==> config.mk <==
export PLATFORM = sky130hd
export DESIGN_NAME = ddrk_update
export DESIGN_NICKNAME = d
export VERILOG_FILES = /design/src/sv/ddrk_pkg.sv /design/src/sv/ddrk_update.sv
export SDC_FILE = /design/constraint.sdc
export NUM_CORES = 2
export LEC_CHECK = 0
export ABC_AREA = 1
export BUFFER_PORTS_ARGS = -buffer_cell sky130_fd_sc_hd__buf_2
export CAP_MARGIN = 20
export CORE_ASPECT_RATIO = 1.4
export CORE_MARGIN = 3
export CORE_UTILIZATION = 40
export CTS_CLUSTER_SIZE = 16
export DETAILED_ROUTE_END_ITERATION = 16
export PLACE_DENSITY = 0.62
export SLEW_MARGIN = 10
export SYNTH_ARGS = -nofsm -noshare
export SYNTH_HDL_FRONTEND = slang
export SYNTH_SLANG_ARGS = --single-unit
==> constraint.sdc <==
create_clock -name clk_i -period 9.05 [get_ports clk_i]
set_input_delay 1.81 -clock clk_i [delete_from_list [all_inputs] [get_ports clk_i]]
set_output_delay 1.81 -clock clk_i [all_outputs]
set_load 0.05 [all_outputs]
==> src/sv/ddrk_pkg.sv <==
`timescale 1ns / 1ps
// ----------------------------------------------------------------------------
// ddrk_pkg
// Shared types, constants and helpers for the differential-drive RK4 step.
// ----------------------------------------------------------------------------
package ddrk_pkg;

  // CORDIC length
  localparam int CordicIterDefault = 16;
  localparam int CordicIterMax     = 30;

  // Step register
  localparam int             DtW         = 17;
  localparam logic [DtW-1:0] DtReset     = 17'd6554;
  localparam logic           RegTimeStep = 1'b0;

  // Datapath widths
  localparam int XyW  = 33;  // CORDIC x/y, Q2.30 with headroom
  localparam int ZW   = 32;  // CORDIC angle, Q2.30
  localparam int SumW = 37;  // RK4 weighted sums

  // Fixed-point constants
  localparam logic signed [23:0] InvTrackQ24   = 24'sd6502797;
  localparam logic signed [31:0] InvTwoPiQ32   = 32'sd683565276;
  localparam logic signed [31:0] HalfPiQ30     = 32'sd1686629713;
  localparam logic signed [31:0] CordicGainQ30 = 32'sd652032874;

  typedef struct packed {
    logic signed [31:0] pos_x;
    logic signed [31:0] pos_y;
    logic signed [31:0] heading;
    logic signed [31:0] left_speed;
    logic signed [31:0] right_speed;
  } ddrk_req_t;

  typedef struct packed {
    logic signed [31:0] next_x;
    logic signed [31:0] next_y;
    logic signed [31:0] next_heading;
  } ddrk_res_t;

  // Front-end result: speeds and the three stage headings
  typedef struct packed {
    logic               vld;
    logic signed [31:0] v;
    logic signed [32:0] w;
    logic signed [31:0] heading;
    logic signed [31:0] head_half;
    logic signed [31:0] head_full;
    logic signed [31:0] pos_x;
    logic signed [31:0] pos_y;
  } ddrk_front_t;

  // Clamp to the signed 32-bit range
  function automatic logic signed [31:0] sat32(input logic signed [47:0] a);
    logic signed [31:0] r;
    if (a > 48'sh0000_7FFF_FFFF) begin
      r = 32'sh7FFF_FFFF;
    end else if (a < 48'shFFFF_8000_0000) begin
      r = 32'sh8000_0000;
    end else begin
      r = a[31:0];
    end
    return r;
  endfunction

  // atan(2^-i) in Q2.30
  function automatic logic signed [31:0] atan_q30(input int idx);
    logic signed [31:0] r;
    case (idx)
      0:  r = 32'sd843314857;
      1:  r = 32'sd497837829;
      2:  r = 32'sd263043837;
      3:  r = 32'sd133525159;
      4:  r = 32'sd67021687;
      5:  r = 32'sd33543516;
      6:  r = 32'sd16775851;
      7:  r = 32'sd8388437;
      8:  r = 32'sd4194283;
      9:  r = 32'sd2097149;
      10: r = 32'sd1048576;
      11: r = 32'sd524288;
      12: r = 32'sd262144;
      13: r = 32'sd131072;
      14: r = 32'sd65536;
      15: r = 32'sd32768;
      16: r = 32'sd16384;
      17: r = 32'sd8192;
      18: r = 32'sd4096;
      19: r = 32'sd2048;
      20: r = 32'sd1024;
      21: r = 32'sd512;
      22: r = 32'sd256;
      23: r = 32'sd128;
      24: r = 32'sd64;
      25: r = 32'sd32;
      26: r = 32'sd16;
      27: r = 32'sd8;
      28: r = 32'sd4;
      29: r = 32'sd2;
      default: r = 32'sd0;
    endcase
    return r;
  endfunction

endpackage

==> src/sv/ddrk_update.sv <==
`timescale 1ns / 1ps
// ----------------------------------------------------------------------------
// ddrk_update
// Four-stage pose update: base + round(dt * sum / (6 * 2^16)), saturated.
// The divide by three splits the value into an 18-bit low part and a high
// part, using 2^18 = 3 * 87381 + 1, and finishes with a reciprocal multiply.
// ----------------------------------------------------------------------------
module ddrk_update
  import ddrk_pkg::*;
(
  input  logic                   clk_i,
  input  logic signed [SumW-1:0] sum_i,
  input  logic [DtW-1:0]         dt_i,
  input  logic signed [31:0]     base_i,
  output logic signed [31:0]     res_o
);

  logic signed [54:0] prod_d, prod_q, msum_d;
  logic signed [38:0] off_d;
  logic [19:0]        uh_d, uh_q, qb_q;
  logic [17:0]        ul_d;
  logic [20:0]        t_q;
  logic [36:0]        qa_d, qa_q;
  logic [41:0]        qb_d;
  logic signed [38:0] q_d;
  logic signed [31:0] b1_q, b2_q, b3_q, res_q;

  // Scale the sum by the step
  assign prod_d = 55'($signed({1'b0, dt_i})) * 55'(sum_i);

  // Add the rounding term, divide by 2^17 and shift positive by 3 * 2^36
  assign msum_d = prod_q + 55'sd196608;
  assign off_d  = 39'(msum_d[54:17]) + 39'sd206158430208;
  assign uh_d   = off_d[37:18];
  assign ul_d   = off_d[17:0];

  // Quotient pieces
  assign qa_d = 37'(uh_q) * 37'(17'd87381);
  assign qb_d = 42'(t_q) * 42'(21'd1398102);

  // Reassemble and remove the offset
  assign q_d = $signed({2'b00, qa_q}) + $signed(39'(qb_q)) - 39'sd68719476736;

  always_ff @(posedge clk_i) begin
    prod_q <= prod_d;
    b1_q   <= base_i;
    uh_q   <= uh_d;
    t_q    <= 21'(uh_d) + 21'(ul_d);
    b2_q   <= b1_q;
    qa_q   <= qa_d;
    qb_q   <= qb_d[41:22];
    b3_q   <= b2_q;
    res_q  <= sat32(48'(b3_q) + 48'(q_d));
  end

  assign res_o = res_q;

endmodule

-- Yosys cells after proc, flatten, opt, wreduce, memory -nomap -nowiden
Cells that the tools add are included.
- shift operators: 0
- order comparisons: 2
- bitwise gates (word level): 0
- multiply operators: 3
- divide/modulo/power cells: 0
- muxes and demuxes: 1
- add/sub/neg operators: 6
- reductions and logical operators: 0
- equality and inequality tests: 0
- operators with widths (operator ; number):
    55-bit by 19-bit adder with 55-bit output (second input constant) ; 1
    18-bit by 37-bit multiplier with 55-bit output ; 1
    21-bit by 20-bit multiplier with 41-bit output (second input constant) ; 1
    32-bit by 39-bit adder with 40-bit output ; 1
    40-bit by 32-bit > comparator with 1-bit output (second input constant) ; 1
    40-bit by 32-bit < comparator with 1-bit output (second input constant) ; 1
    38-bit by 37-bit subtractor with 39-bit output (second input constant) ; 1
    37-bit by 20-bit adder with 38-bit output ; 1
    38-bit adder (second input constant) ; 1
    20-bit by 17-bit multiplier with 37-bit output (second input constant) ; 1
    32-bit two-way mux ; 1
    20-bit by 18-bit adder with 21-bit output ; 1
- output and inout port bits: 32
- bits in latches: 0
- memories kept: 0
- bits in read-only memories: 0
- bits of input ports: 87
- RAM bits: 0
- flip-flop bits (word level): 281
- word-level logic and storage cells: 21

-- Logic depth before layout (Yosys ltp)
- depth after elaboration: 5
- mapped depth: 30
- mapped depth without buffers: 29

-- Worst setup path before layout
No wires, ideal clock.
- path type: input to register
- start: input dt_i[11]
- end: register prod_q[33]
- slack: 1.716 ns
- buffers on the path: 2
- library setup time: 0.112 ns
- required time: 8.938 ns
- data arrival time: 7.222 ns
- stages on the path: 28
- path through: clkbuf_1 -> buf_1 -> nand2_1 -> fa_1 -> inv_1 -> fa_1 -> inv_1 -> fa_1 -> inv_1 -> fa_1 -> fa_1 -> inv_1 -> fa_1 -> inv_1 -> ha_1 -> a21oi_1 -> inv_1 -> a31oi_1 -> o21ai_0 -> o21bai_1 -> nand2_1 -> nand2_1 -> nand2_1 -> nand2_1 -> nand2_1 -> nand2_1 -> nand2_1 -> nand2_1
- longest elaborated chain between the ends: 1
- ends and longest elaborated chain (element ; RTL line ; text):
    from (decl) ; ddrk_update.sv:13 ; input logic [DtW-1:0] dt_i,
    18-bit by 37-bit multiplier with 55-bit output ; ddrk_update.sv:29 ; assign prod_d = 55'($signed({1'b0, dt_i})) * 55'(sum_i);
    net prod_d[33] ; ddrk_update.sv:18 ; logic signed [54:0] prod_d, prod_q, msum_d;
    to (signal assigned) ; ddrk_update.sv:45 ; prod_q <= prod_d;
    to (decl) ; ddrk_update.sv:18 ;
The timed path passes the listed nets, and every way through them passes these cells.
A chain may end at the register's enable or synchronous reset.

-- Final worst setup path
- start: input dt_i[9]
- end: register prod_q[33]
The elaborated chain is that of the path after synthesis.

==> flow_summary.toml <==
[cells_and_area]
area_growth_pct = 6.329
final_common_cell = "inv_1"
multi_input_area_sq_um = 35680
drive_above_1_share_pct = 3.751
seq_area_sq_um = 5305
num_antenna_cells = 0
final_nets = 7476
final_cell_mix = "inv_1 (1692), nand2_1 (1261), fa_1 (856)"
n_fill_cell = 11920

[drt]
wire_per_inst_um = 16.77
drc = 0
drt-pass1-iter-count = 7
routed_via_density = 4.830
routed_wl_mm = 127.2
dr_total_vias = 36630
antenna_left = 0
initialDrtViolationCount = 1550

[global_route]
grt_pass1_wl_mm = 207.6
grt_pass1_vias = 40700
grt_overflow = 0
grt_usage_pct = 20.84
grt_max_degree = 38
antenna_found_initial = 0

[run_status]
status = "finished clean"

[die]
dieArea_sq_um = 124200
start_util_pct = 40.52
rows = 149
die_h_um = 415.7
core_sq_um = 118400
ios = 119
dieWidth_um = 298.7

[cts]
cts_setup_buffers = 0
clock_sinks = 265
cts_root_buf = "clkbuf_16"
cts_resized = 0
cts.clk_slew.worst_paths_ps = 70
clk_latency_ps = 580
postCtsHoldBufs = 0
h-tree-depth = 1
clock_path_buffers = 3
cts_made_buffers = 27
cts_tree = "done"

[setup_path]
crit_path_start_kind = "primary input"
end_kind = "register"
critical_path_class = "primary input to register"
arrival_ps = 8100
reg2reg_to = "qb_q[19]"
ff2ff_path_depth = 22
reg2reg_slack_ps = 2760
worstPathRequired_ps = 9510
startpoint = "dt_i[9]"
crit_path_end = "prod_q[33]"
r2r_start = "t_q[8]"
path_max_fanout = 30

[sta]
fmax_mhz = 131.0
fin_skew_ps = 21.96
rsz0062_at_grt = "false"
hold_violations = 0
slew_viol_final = 0
relSlewSlack_pct = 39.03
setup_viol_count_final = 0
tightest_slew_ps = 914.5
period_minus_slack_ps = 7635
fin_crit_sh_pct = 84.36
setup_tns_ps = 0

[synthesis]
synth_top_cell_by_area = "fa_1"
ys_seq_area_share_pct = 11.06
syn-num-nets = 7462
netlist_area_sq_um = 47960
synth_area_per_cell_sq_um = 8.041
yosysTopAreaCellShare_pct = 35.73
synthTopCellsByArea = "fa_1 (36%), ha_1 (14%), inv_1 (13%)"
synth-seq-cells = 265
synth_cell_types = 54
ys_warn_count = 0
synthCells = 5965

[placement]
place_congestion = 0.9467
post-dp-hpwl_mm = 110.0
io_buffer_count = 118

[job]
cap_violations = 0

[worst_hold_path]
hold_class = "register to register"
## routing by layer
metal,share of wire (%),vias up,global-route usage [%]
met1,37,17860,22.41
met2,54,905,41.24
met3,3.3,313,1.437
li1,-,17550,-
met4,4.9,0,9.047
met5,0,-,0
## how the worst min path moves through the flow
stage,start,to,slack [ps],cells past startpoint
2_1_floorplan,b1_q[0],b2_q[0],310,0
3_3_place_gp,b1_q[28],b2_q[28],310,0
3_5_place_dp,b1_q[0],b2_q[0],310,0
4_1_cts,b2_q[18],b3_q[18],330,0
5_1_grt,b2_q[18],b3_q[18],330,0
6_report,b2_q[3],b3_q[3],320,0
## critical path: stages
cell      delay, ps
buf_2           600
nand2_1         180
fa_1            530
inv_1            50
fa_1            490
inv_1            50
fa_1            470
inv_1            60
fa_1            540
fa_1            560
inv_1            60
fa_1            540
inv_1            40
ha_1            360
a21oi_1         250
inv_1            60
a31oi_1         260
o21ai_0         180
o21bai_1        280
nand2_1         110
nand2_1         140
nand2_1          90
nand2_1          90
nand2_1         110
nand2_1          60
nand2_1          50
nand2_1          70
## cells by family after synthesis
kind of cell               share of synthesized area (%)
buffers and inverters                              14.56
and+or+nand+nor                                    14.56
adders and majority gates                          50.18
AOI/OAI and AO/OA                                  5.723
DFF                                                11.06
xor gates and xnor gates                           3.923
## metrics by stage
stage               setup slack (ps)  instance area [sq um]  std cells  util (%)  hold WS [ps]
global placement               955.3                  50050       7535     42.27         309.7
floorplan                       1716                  47960       5965         -         309.6
finish                          1415                  51000       7583     43.08         323.1
CTS                             1518                  51000       7583     43.08         325.0
global route                    1080                  51000       7583     43.08         329.7
detailed placement             904.2                  50050       7535     42.27         312.1
## Yosys cell counts, drive strengths merged
library cell	count
nor2	280
o32a	1
nand2	1270
clkbuf	112
buf	35
dfxtp	265
o221ai	2
a311oi	1
nor3	34
a21boi	6
nand3b	4
o31ai	6
inv	1700
a31oi	25
o21bai	23
ha	554
and2	2
nor4	12
a221oi	2
a21oi	237
nor4b	1
and3	4
o211a	1
fa	856
clkinv	1
o211ai	5
xor2	146
o311ai	1
o21a	16
a211oi	4
nand4	28
xnor2	68
a21o	21
or2	1
nand3	102
o2111ai	6
nor3b	3
o21ai	130
## layout make-up
type	count	area share, %
Inverter	1701	12.52
Multi-Input combinational cell	3852	69.96
Sequential cell	265	10.40
Timing Repair Buffer	132	1.364
Tap cell	1585	3.889
Clock inverter	20	0.5373
Clock buffer	28	1.332
## flip-flops by register name (all words and copies together), names as in the netlist
register  flops
prod_q       39
qa_q         37
b1_q         32
b2_q         32
b3_q         32
res_o        32
t_q          21
qb_q         20
uh_q         20
Power is left out: the tool's default activity adds up to more than one toggle a clock period on the data nets, which glitch-free logic cannot reach.
