## src/sv/ddrk_pkg.sv

```systemverilog
`timescale 1ns / 1ps
// ----------------------------------------------------------------------------
// ddrk_pkg
// Shared types, constants and helpers for the differential-drive RK4 step.
// ----------------------------------------------------------------------------
package ddrk_pkg;

  // CORDIC length
  localparam int CordicIterDefault = 16;
  localparam int CordicIterMax     = 30;

  // Step register
  localparam int             DtW         = 17;
  localparam logic [DtW-1:0] DtReset     = 17'd6554;
  localparam logic           RegTimeStep = 1'b0;

  // Datapath widths
  localparam int XyW  = 33;  // CORDIC x/y, Q2.30 with headroom
  localparam int ZW   = 32;  // CORDIC angle, Q2.30
  localparam int SumW = 37;  // RK4 weighted sums

  // Fixed-point constants
  localparam logic signed [23:0] InvTrackQ24   = 24'sd6502797;
  localparam logic signed [31:0] InvTwoPiQ32   = 32'sd683565276;
  localparam logic signed [31:0] HalfPiQ30     = 32'sd1686629713;
  localparam logic signed [31:0] CordicGainQ30 = 32'sd652032874;

  typedef struct packed {
    logic signed [31:0] pos_x;
    logic signed [31:0] pos_y;
    logic signed [31:0] heading;
    logic signed [31:0] left_speed;
    logic signed [31:0] right_speed;
  } ddrk_req_t;

  typedef struct packed {
    logic signed [31:0] next_x;
    logic signed [31:0] next_y;
    logic signed [31:0] next_heading;
  } ddrk_res_t;

  // Front-end result: speeds and the three stage headings
  typedef struct packed {
    logic               vld;
    logic signed [31:0] v;
    logic signed [32:0] w;
    logic signed [31:0] heading;
    logic signed [31:0] head_half;
    logic signed [31:0] head_full;
    logic signed [31:0] pos_x;
    logic signed [31:0] pos_y;
  } ddrk_front_t;

  // Clamp to the signed 32-bit range
  function automatic logic signed [31:0] sat32(input logic signed [47:0] a);
    logic signed [31:0] r;
    if (a > 48'sh0000_7FFF_FFFF) begin
      r = 32'sh7FFF_FFFF;
    end else if (a < 48'shFFFF_8000_0000) begin
      r = 32'sh8000_0000;
    end else begin
      r = a[31:0];
    end
    return r;
  endfunction

  // atan(2^-i) in Q2.30
  function automatic logic signed [31:0] atan_q30(input int idx);
    logic signed [31:0] r;
    case (idx)
      0:  r = 32'sd843314857;
      1:  r = 32'sd497837829;
      2:  r = 32'sd263043837;
      3:  r = 32'sd133525159;
      4:  r = 32'sd67021687;
      5:  r = 32'sd33543516;
      6:  r = 32'sd16775851;
      7:  r = 32'sd8388437;
      8:  r = 32'sd4194283;
      9:  r = 32'sd2097149;
      10: r = 32'sd1048576;
      11: r = 32'sd524288;
      12: r = 32'sd262144;
      13: r = 32'sd131072;
      14: r = 32'sd65536;
      15: r = 32'sd32768;
      16: r = 32'sd16384;
      17: r = 32'sd8192;
      18: r = 32'sd4096;
      19: r = 32'sd2048;
      20: r = 32'sd1024;
      21: r = 32'sd512;
      22: r = 32'sd256;
      23: r = 32'sd128;
      24: r = 32'sd64;
      25: r = 32'sd32;
      26: r = 32'sd16;
      27: r = 32'sd8;
      28: r = 32'sd4;
      29: r = 32'sd2;
      default: r = 32'sd0;
    endcase
    return r;
  endfunction

endpackage

```

## src/sv/ddrk_front.sv

```systemverilog
`timescale 1ns / 1ps
// ----------------------------------------------------------------------------
// ddrk_front
// Four-stage front end: forward speed, turn rate and the RK4 stage headings.
// ----------------------------------------------------------------------------
module ddrk_front
  import ddrk_pkg::*;
(
  input  logic           clk_i,
  input  logic           rst_ni,
  input  logic           valid_i,
  input  ddrk_req_t      req_i,
  input  logic [DtW-1:0] dt_i,
  output ddrk_front_t    front_o
);

  logic               vld1_q, vld2_q, vld3_q, vld4_q;
  logic signed [32:0] sum_lr_d, diff_d;
  logic signed [31:0] v1_q, v2_q, v3_q, v4_q;
  logic signed [56:0] prodw_d, prodw1_q, wsum_d;
  logic signed [32:0] w2_q, w3_q, w4_q;
  logic signed [50:0] dtw_d, dtw3_q, half_sum_d, full_sum_d;
  logic signed [31:0] th1_q, th2_q, th3_q, th4_q, hh4_q, hf4_q;
  logic signed [31:0] px1_q, px2_q, px3_q, px4_q, py1_q, py2_q, py3_q, py4_q;
  logic signed [33:0] half_d;
  logic signed [34:0] full_d;

  // Mean and difference of the wheel speeds
  assign sum_lr_d = 33'(req_i.left_speed) + 33'(req_i.right_speed);
  assign diff_d   = 33'(req_i.right_speed) - 33'(req_i.left_speed);
  assign prodw_d  = 57'(diff_d) * 57'(InvTrackQ24);

  // Round the turn rate, then scale by the step
  assign wsum_d = prodw1_q + 57'sd8388608;
  assign dtw_d  = 51'($signed({1'b0, dt_i})) * 51'(w2_q);

  // Half and full step heading offsets, rounded
  assign half_sum_d = dtw3_q + 51'sd65536;
  assign full_sum_d = dtw3_q + 51'sd32768;
  assign half_d     = half_sum_d[50:17];
  assign full_d     = full_sum_d[50:16];

  // Advance valid bits
  always_ff @(posedge clk_i or negedge rst_ni) begin
    if (!rst_ni) begin
      vld1_q <= 1'b0;
      vld2_q <= 1'b0;
      vld3_q <= 1'b0;
      vld4_q <= 1'b0;
    end else begin
      vld1_q <= valid_i;
      vld2_q <= vld1_q;
      vld3_q <= vld2_q;
      vld4_q <= vld3_q;
    end
  end

  // Advance payload
  always_ff @(posedge clk_i) begin
    v1_q     <= sum_lr_d[32:1];
    prodw1_q <= prodw_d;
    th1_q    <= req_i.heading;
    px1_q    <= req_i.pos_x;
    py1_q    <= req_i.pos_y;

    v2_q  <= v1_q;
    w2_q  <= wsum_d[56:24];
    th2_q <= th1_q;
    px2_q <= px1_q;
    py2_q <= py1_q;

    v3_q   <= v2_q;
    w3_q   <= w2_q;
    dtw3_q <= dtw_d;
    th3_q  <= th2_q;
    px3_q  <= px2_q;
    py3_q  <= py2_q;

    v4_q  <= v3_q;
    w4_q  <= w3_q;
    th4_q <= th3_q;
    hh4_q <= sat32(48'(th3_q) + 48'(half_d));
    hf4_q <= sat32(48'(th3_q) + 48'(full_d));
    px4_q <= px3_q;
    py4_q <= py3_q;
  end

  assign front_o = '{vld: vld4_q, v: v4_q, w: w4_q, heading: th4_q,
                     head_half: hh4_q, head_full: hf4_q,
                     pos_x: px4_q, pos_y: py4_q};

endmodule

```

## config.mk

```make
export PLATFORM = sky130hd
export DESIGN_NAME = ddrk_front
export DESIGN_NICKNAME = d
export VERILOG_FILES = /design/src/sv/ddrk_pkg.sv /design/src/sv/ddrk_front.sv
export SDC_FILE = /design/constraint.sdc
export NUM_CORES = 2
export LEC_CHECK = 0
export CORE_MARGIN = 1
export CORE_UTILIZATION = 60
export CTS_CLUSTER_SIZE = 10
export DETAILED_ROUTE_END_ITERATION = 12
export DONT_BUFFER_PORTS = 1
export HOLD_SLACK_MARGIN = 0.15
export PLACE_DENSITY = 0.76
export REMOVE_ABC_BUFFERS = 1
export SLEW_MARGIN = 20
export SYNTH_ARGS = -nofsm -noshare
export SYNTH_HDL_FRONTEND = slang
export SYNTH_SLANG_ARGS = --single-unit
```

## constraint.sdc

```tcl
create_clock -name clk_i -period 6.8 [get_ports clk_i]
set_input_delay 0.68 -clock clk_i [delete_from_list [all_inputs] [get_ports clk_i]]
set_output_delay 0.68 -clock clk_i [all_outputs]
set_load 0.01 [all_outputs]
```

# ---- Yosys cells after proc, flatten, opt, wreduce, memory -nomap -nowiden
# Index checks and enable logic that the tools add are counted.
dict set report totals {
  register_bits 787
  out_inout_bits 226
  elab_cells 42
  inputBits 180
}
dict set report op_classes {
  addsub 7
  n_mux 2
  n_mul 2
  n_lt_le_gt_ge 4
}
# cell count
set op_table {}
lappend op_table {{2-to-1 mux 32 bit} 2}
lappend op_table {{adder 57 x 25 -> 57 bit, second input constant} 1}
lappend op_table {{multiplier 33 x 24 -> 57 bit, second input constant} 1}
lappend op_table {{adder 51 x 17 -> 51 bit, second input constant} 1}
lappend op_table {{adder 51 x 18 -> 51 bit, second input constant} 1}
lappend op_table {{multiplier 18 x 33 -> 51 bit} 1}
lappend op_table {{adder 32 x 35 -> 36 bit} 1}
lappend op_table {{> comparator 36 x 32 -> 1 bit, second input constant} 1}
lappend op_table {{less-than comparator 36 x 32 -> 1 bit, second input constant} 1}
lappend op_table {{adder 32 x 34 -> 35 bit} 1}
lappend op_table {{> comparator 35 x 32 -> 1 bit, second input constant} 1}
lappend op_table {{less-than comparator 35 x 32 -> 1 bit, second input constant} 1}
lappend op_table {{adder 32 x 32 -> 33 bit} 1}
lappend op_table {{subtractor 32 x 32 -> 33 bit} 1}

# ---- Logic depth before layout (Yosys ltp)
dict set report depth {
  depth_word 4
  ltp_mapped 40
}

# ---- Worst setup path after synthesis
# Ideal clock, no wire load.
dict set report synth_timing {
  path_kind {in2reg}
  startpoint {in req_i[0] (netlist bit)}
  endpoint {reg prodw1_q[55]}
  slack_ns -2.629
  cell_stages 33
  t_required_ns 6.680
  path_buffers 1
  setup_ns 0.120
  t_arrival_ns 9.309
  path_cell_list {inv_1 > ha_1 > inv_1 > fa_1 > a21o_1 > a21oi_2 > o31ai_4 > o311a_1 > a31oi_4 > o311a_1 > o21ai_2 > nand2_4 > clkbuf_1 > ha_1 > ha_1 > fa_1 > fa_1 > fa_1 > fa_1 > inv_1 > fa_1 > inv_1 > ha_1 > a21o_1 > a21o_1 > a21o_1 > a211oi_1 > a21o_1 > o21ai_2 > a31o_2 > and4_1 > o41a_1 > xor2_1}
}
dict set report synth_via {
  elab_chain_cells 2
}
# item line
set synth_rtl {}
lappend synth_rtl {{start: declaration} ddrk_front.sv:12} ;# input ddrk_req_t req_i,
lappend synth_rtl {{subtractor 32 x 32 -> 33 bit} ddrk_front.sv:30} ;# assign diff_d = 33'(req_i.right_speed) - 33'(req_i.left_speed);
lappend synth_rtl {{multiplier 33 x 24 -> 57 bit} ddrk_front.sv:31} ;# assign prodw_d = 57'(diff_d) * 57'(InvTrackQ24);
lappend synth_rtl {{via prodw_d[55]} ddrk_front.sv:20} ;# logic signed [56:0] prodw_d, prodw1_q, wsum_d;
lappend synth_rtl {{end signal: assignment} ddrk_front.sv:61} ;# prodw1_q <= prodw_d;
lappend synth_rtl {{end: declaration} ddrk_front.sv:20}
# The timed path passes the listed nets, and every way through them passes these cells.
# A chain may end at the register's enable or synchronous reset.

# ---- Worst setup path after layout
dict set report layout_timing {
  startpoint {in req_i[33] (netlist bit)}
  endpoint {reg prodw1_q[55]}
}
# The elaborated chain is that of the path after synthesis.

==> run_summary.xml <==
<?xml version="1.0" encoding="UTF-8"?>
<metrics>
  <group name="synthesis">
    <metric name="post_synth_num_cell_types" unit="">108</metric>
    <metric name="asyncSetResetFlopFracSynth" unit="">0.00534</metric>
    <metric name="post_synth_instance_area" unit="µm²">55800</metric>
    <metric name="yosys_warnings" unit="">0</metric>
    <metric name="synthMostInstantiatedCell" unit="">sky130_fd_sc_hd__inv_1</metric>
    <metric name="synth-main-ff-cell" unit="">sky130_fd_sc_hd__dfxtp_1</metric>
    <metric name="synth_area_leader_cell" unit="">sky130_fd_sc_hd__fa_1</metric>
    <metric name="netlist_top_cells_area" unit="">sky130_fd_sc_hd__fa_1, sky130_fd_sc_hd__dfxtp_1, sky130_fd_sc_hd__ha_1, sky130_fd_sc_hd__inv_1, sky130_fd_sc_hd__xnor2_1</metric>
    <metric name="synth.ff_latch_count" unit="">749</metric>
    <metric name="synthesis.area_per_instance" unit="µm²">10.2</metric>
    <metric name="netlist_instances" unit="">5451</metric>
    <metric name="ys_seq_area_frac" unit="">0.269</metric>
    <metric name="synthTopCellsByCount" unit="">sky130_fd_sc_hd__inv_1, sky130_fd_sc_hd__fa_1, sky130_fd_sc_hd__dfxtp_1</metric>
    <metric name="number_of_flops_mapped_to_enable_cells_by_yosys" unit="">0</metric>
    <metric name="synthDominantCellAreaShare" unit="">0.298</metric>
  </group>
  <group name="status">
    <metric name="outcome" unit="">finished, violations left</metric>
    <metric name="failed_checks" unit="">negative setup slack</metric>
  </group>
  <group name="cells_and_area">
    <metric name="area_growth" unit="%">17.5</metric>
    <metric name="drive_above_1_share" unit="">0.151</metric>
    <metric name="seq_area" unit="µm²">15000</metric>
    <metric name="multi_input_comb_area" unit="µm²">37100</metric>
    <metric name="post-route-cell-area" unit="µm²">65600</metric>
    <metric name="num-nets-final" unit="">7564</metric>
    <metric name="fillerInstances" unit="">6585</metric>
  </group>
  <group name="sta">
    <metric name="finalWorstSetupSlack" unit="ns">-1.51</metric>
    <metric name="final_hold_viol_count" unit="">0</metric>
    <metric name="clock-skew-final" unit="ns">0.0645</metric>
    <metric name="rsz0062_at_grt" unit="">true</metric>
    <metric name="post-route-min-period" unit="ns">8.31</metric>
    <metric name="relSlewSlack" unit="">0.528</metric>
    <metric name="timing.fmax" unit="GHz">0.120</metric>
    <metric name="max_slew.worst_pin.slew" unit="ns">0.703</metric>
    <metric name="finalCritPeriodShare" unit="">1.22</metric>
    <metric name="timing.final.max_slew_violations" unit="">0</metric>
    <metric name="whs" unit="ns">0.297</metric>
    <metric name="timing.final.setup_violations" unit="">33</metric>
  </group>
  <group name="setup_path">
    <metric name="critPathLaunchType" unit="">primary input</metric>
    <metric name="crit_family" unit="">adder cells</metric>
    <metric name="endpoint_kind" unit="">flip-flop</metric>
    <metric name="highest_delay_cell_along_the_critical_path" unit="">sky130_fd_sc_hd__fa_1</metric>
    <metric name="type_of_the_worst_setup_path" unit="">in -&gt; reg</metric>
    <metric name="timing.critical_path.mode_cell" unit="">sky130_fd_sc_hd__a21o_1</metric>
    <metric name="worst_ep_required_time" unit="ns">7.35</metric>
    <metric name="max_incr_delay_on_cp" unit="ns">0.53</metric>
    <metric name="worstPathMaxFanout" unit="">4</metric>
    <metric name="path_buf_inv" unit="">8</metric>
    <metric name="cp.arrival" unit="ns">8.85</metric>
  </group>
  <group name="routing">
    <metric name="antenna_violating_nets_post_route" unit="">0</metric>
    <metric name="routed_wirelength" unit="µm">135000</metric>
    <metric name="routed_via_density" unit="">5.28</metric>
    <metric name="firstDrtPassIters" unit="">5</metric>
    <metric name="wire_per_inst" unit="µm">18.6</metric>
    <metric name="route.detailed.drc" unit="">0</metric>
    <metric name="num_vias" unit="">38500</metric>
    <metric name="detailedRoute.firstIterationViolations" unit="">1971</metric>
  </group>
  <group name="clock_tree">
    <metric name="tritoncts.num_buffers" unit="">87</metric>
    <metric name="tritoncts_clock_tree" unit="">done</metric>
    <metric name="h-tree-depth" unit="">3</metric>
    <metric name="cts_root_buf" unit="">sky130_fd_sc_hd__clkbuf_16</metric>
    <metric name="cts_max_path_buffers" unit="">3</metric>
    <metric name="clkLatencyLatePin" unit="ns">0.70</metric>
    <metric name="clkTransAtPathRegs" unit="ns">0.05</metric>
    <metric name="cts_sinks" unit="">749</metric>
  </group>
  <group name="global_route">
    <metric name="grt.total_usage" unit="">0.294</metric>
    <metric name="grt_first_pass_wirelength" unit="µm">218000</metric>
    <metric name="number_of_antenna_violations_at_the_first_check_in_global_routing" unit="">3</metric>
    <metric name="globalRoute.totalOverflow" unit="">0</metric>
    <metric name="pin_count_of_the_biggest_net_entering_global_routing" unit="">34</metric>
    <metric name="via_count_of_the_first_global_routing_pass" unit="">42100</metric>
  </group>
  <group name="place">
    <metric name="placement.io_buffers" unit="">0</metric>
    <metric name="gp_congestion" unit="">0.966</metric>
    <metric name="place.detailed.hpwl" unit="µm">106000</metric>
    <metric name="dpl-instance-area" unit="µm²">60400</metric>
  </group>
  <group name="floorplanning">
    <metric name="chipWidth" unit="µm">307</metric>
    <metric name="design.core.area" unit="µm²">91900</metric>
    <metric name="dieArea" unit="µm²">94200</metric>
    <metric name="initial_core_util" unit="">0.607</metric>
    <metric name="floorplan.rows" unit="">111</metric>
    <metric name="dieHeight" unit="µm">307</metric>
    <metric name="design.portCount" unit="">406</metric>
  </group>
  <group name="hold_path">
    <metric name="hold_path.class" unit="">in -&gt; async</metric>
  </group>
  <group name="run">
    <metric name="drv_cap" unit="">0</metric>
  </group>
</metrics>
-- worst paths after layout --
path | cells past startpoint | from | slack (ns) | to
worst max-delay path | 40 | req_i[33] | -1.51 | prodw1_q[55]
worst min-delay path | 1 | rst_ni | 0.30 | vld2_q
worst max register to register | 23 | w2_q[6] | 0.19 | dtw3_q[49]
worst min register to register | 0 | w3_q[32] | 0.30 | w4_q[32]
max in group asynchronous | 1 | rst_ni | 6.33 | vld3_q
min in group clk_i | 0 | w3_q[32] | 0.30 | w4_q[32]
-- state kept, by name, summed over array words and instances, names as in the netlist, 33 cells and up --
register and cells:
w3_q 33, w4_q 33, w2_q 33, prodw1_q 34, dtw3_q 36
-- cell families (layout without fill, tap and decap cells) --
kind of cell / Yosys count / in the layout / synth area share
XOR/XNOR: 336 / 336 / 0.0534
other: 0 / 2 / 0
AO/OA/AOI/OAI: 617 / 617 / 0.0786
flip-flops: 749 / 749 / 0.269
AND/OR/NAND/NOR: 1119 / 1119 / 0.0956
buffers and inverters: 1274 / 1870 / 0.0876
adder cells (fa/ha/maj): 1356 / 1356 / 0.416
-- cell usage in the layout (no fill, tap or decap), types with 11 or more instances in the layout --
master,instances
sky130_fd_sc_hd__ha_1,488
sky130_fd_sc_hd__xor2_1,90
sky130_fd_sc_hd__a31oi_1,15
sky130_fd_sc_hd__clkbuf_16,87
sky130_fd_sc_hd__nor2_1,146
sky130_fd_sc_hd__inv_1,1115
sky130_fd_sc_hd__buf_6,28
sky130_fd_sc_hd__ha_4,35
sky130_fd_sc_hd__dfxtp_2,11
sky130_fd_sc_hd__o21ai_2,38
sky130_fd_sc_hd__dfxtp_1,733
sky130_fd_sc_hd__o21ai_0,59
sky130_fd_sc_hd__and2_1,211
sky130_fd_sc_hd__nand2b_1,19
sky130_fd_sc_hd__o21ai_1,14
sky130_fd_sc_hd__o21a_1,22
sky130_fd_sc_hd__fa_1,814
sky130_fd_sc_hd__nand3_1,60
sky130_fd_sc_hd__a21o_1,123
sky130_fd_sc_hd__dlygate4sd3_1,98
sky130_fd_sc_hd__fa_2,17
sky130_fd_sc_hd__inv_2,17
sky130_fd_sc_hd__nor2b_1,20
sky130_fd_sc_hd__a211oi_1,15
sky130_fd_sc_hd__and3_1,39
sky130_fd_sc_hd__nand2_1,484
sky130_fd_sc_hd__buf_4,494
sky130_fd_sc_hd__xnor2_2,18
sky130_fd_sc_hd__xnor2_1,219
sky130_fd_sc_hd__a21oi_2,29
sky130_fd_sc_hd__a21oi_1,147
sky130_fd_sc_hd__nor3_1,23
sky130_fd_sc_hd__nand4_1,33
sky130_fd_sc_hd__o21bai_1,25
-- cell type report --
class / count / share of cell area
inverter: 1133 / 0.0652
antenna: 2 / 0.0000763
multi-input combinational: 3428 / 0.566
clock inverter: 10 / 0.00288
sequential: 749 / 0.229
tap: 1243 / 0.0237
clock buffer: 98 / 0.0343
timing repair buffer: 629 / 0.0790
-- stage by stage --
stage / util / setup slack [ns] / cells / setup TNS [ns]
3_3_place_gp: 0.657 / -2.70 / 7034 / -65.59
3_5_place_dp: 0.657 / -2.81 / 7034 / -69.66
4_1_cts: 0.708 / -1.42 / 7271 / -29.99
6_report: 0.713 / -1.51 / 7292 / -36.20
2_1_floorplan: - / -2.56 / 5310 / -52.29
5_1_grt: 0.713 / -1.79 / 7292 / -45.22
-- routing by layer --
metal	vias to the layer above	part of all wire	wire, µm	global-route usage
met3	267	0.063	8580	0.0468
met1	19100	0.40	54700	0.363
met5	-	0	0	0
li1	17900	-	-	-
met4	0	0.031	4160	0.0988
met2	1212	0.50	67900	0.522
-- repair_timing --
| action | in CTS | in global routing |
|---|---|---|
| pin swaps | 136 | 60 |
| gates resized for setup | 167 | 92 |
| endpoints found under the hold margin | 101 | 0 |
| setup buffers | 34 | 20 |
| endpoints found under the setup margin | 34 | 46 |
| gates cloned | 0 | 0 |
| hold buffers | 98 | 0 |
Power is not shown: default switching activity piles up to over one toggle a cycle in this logic, so the estimate is an artifact.
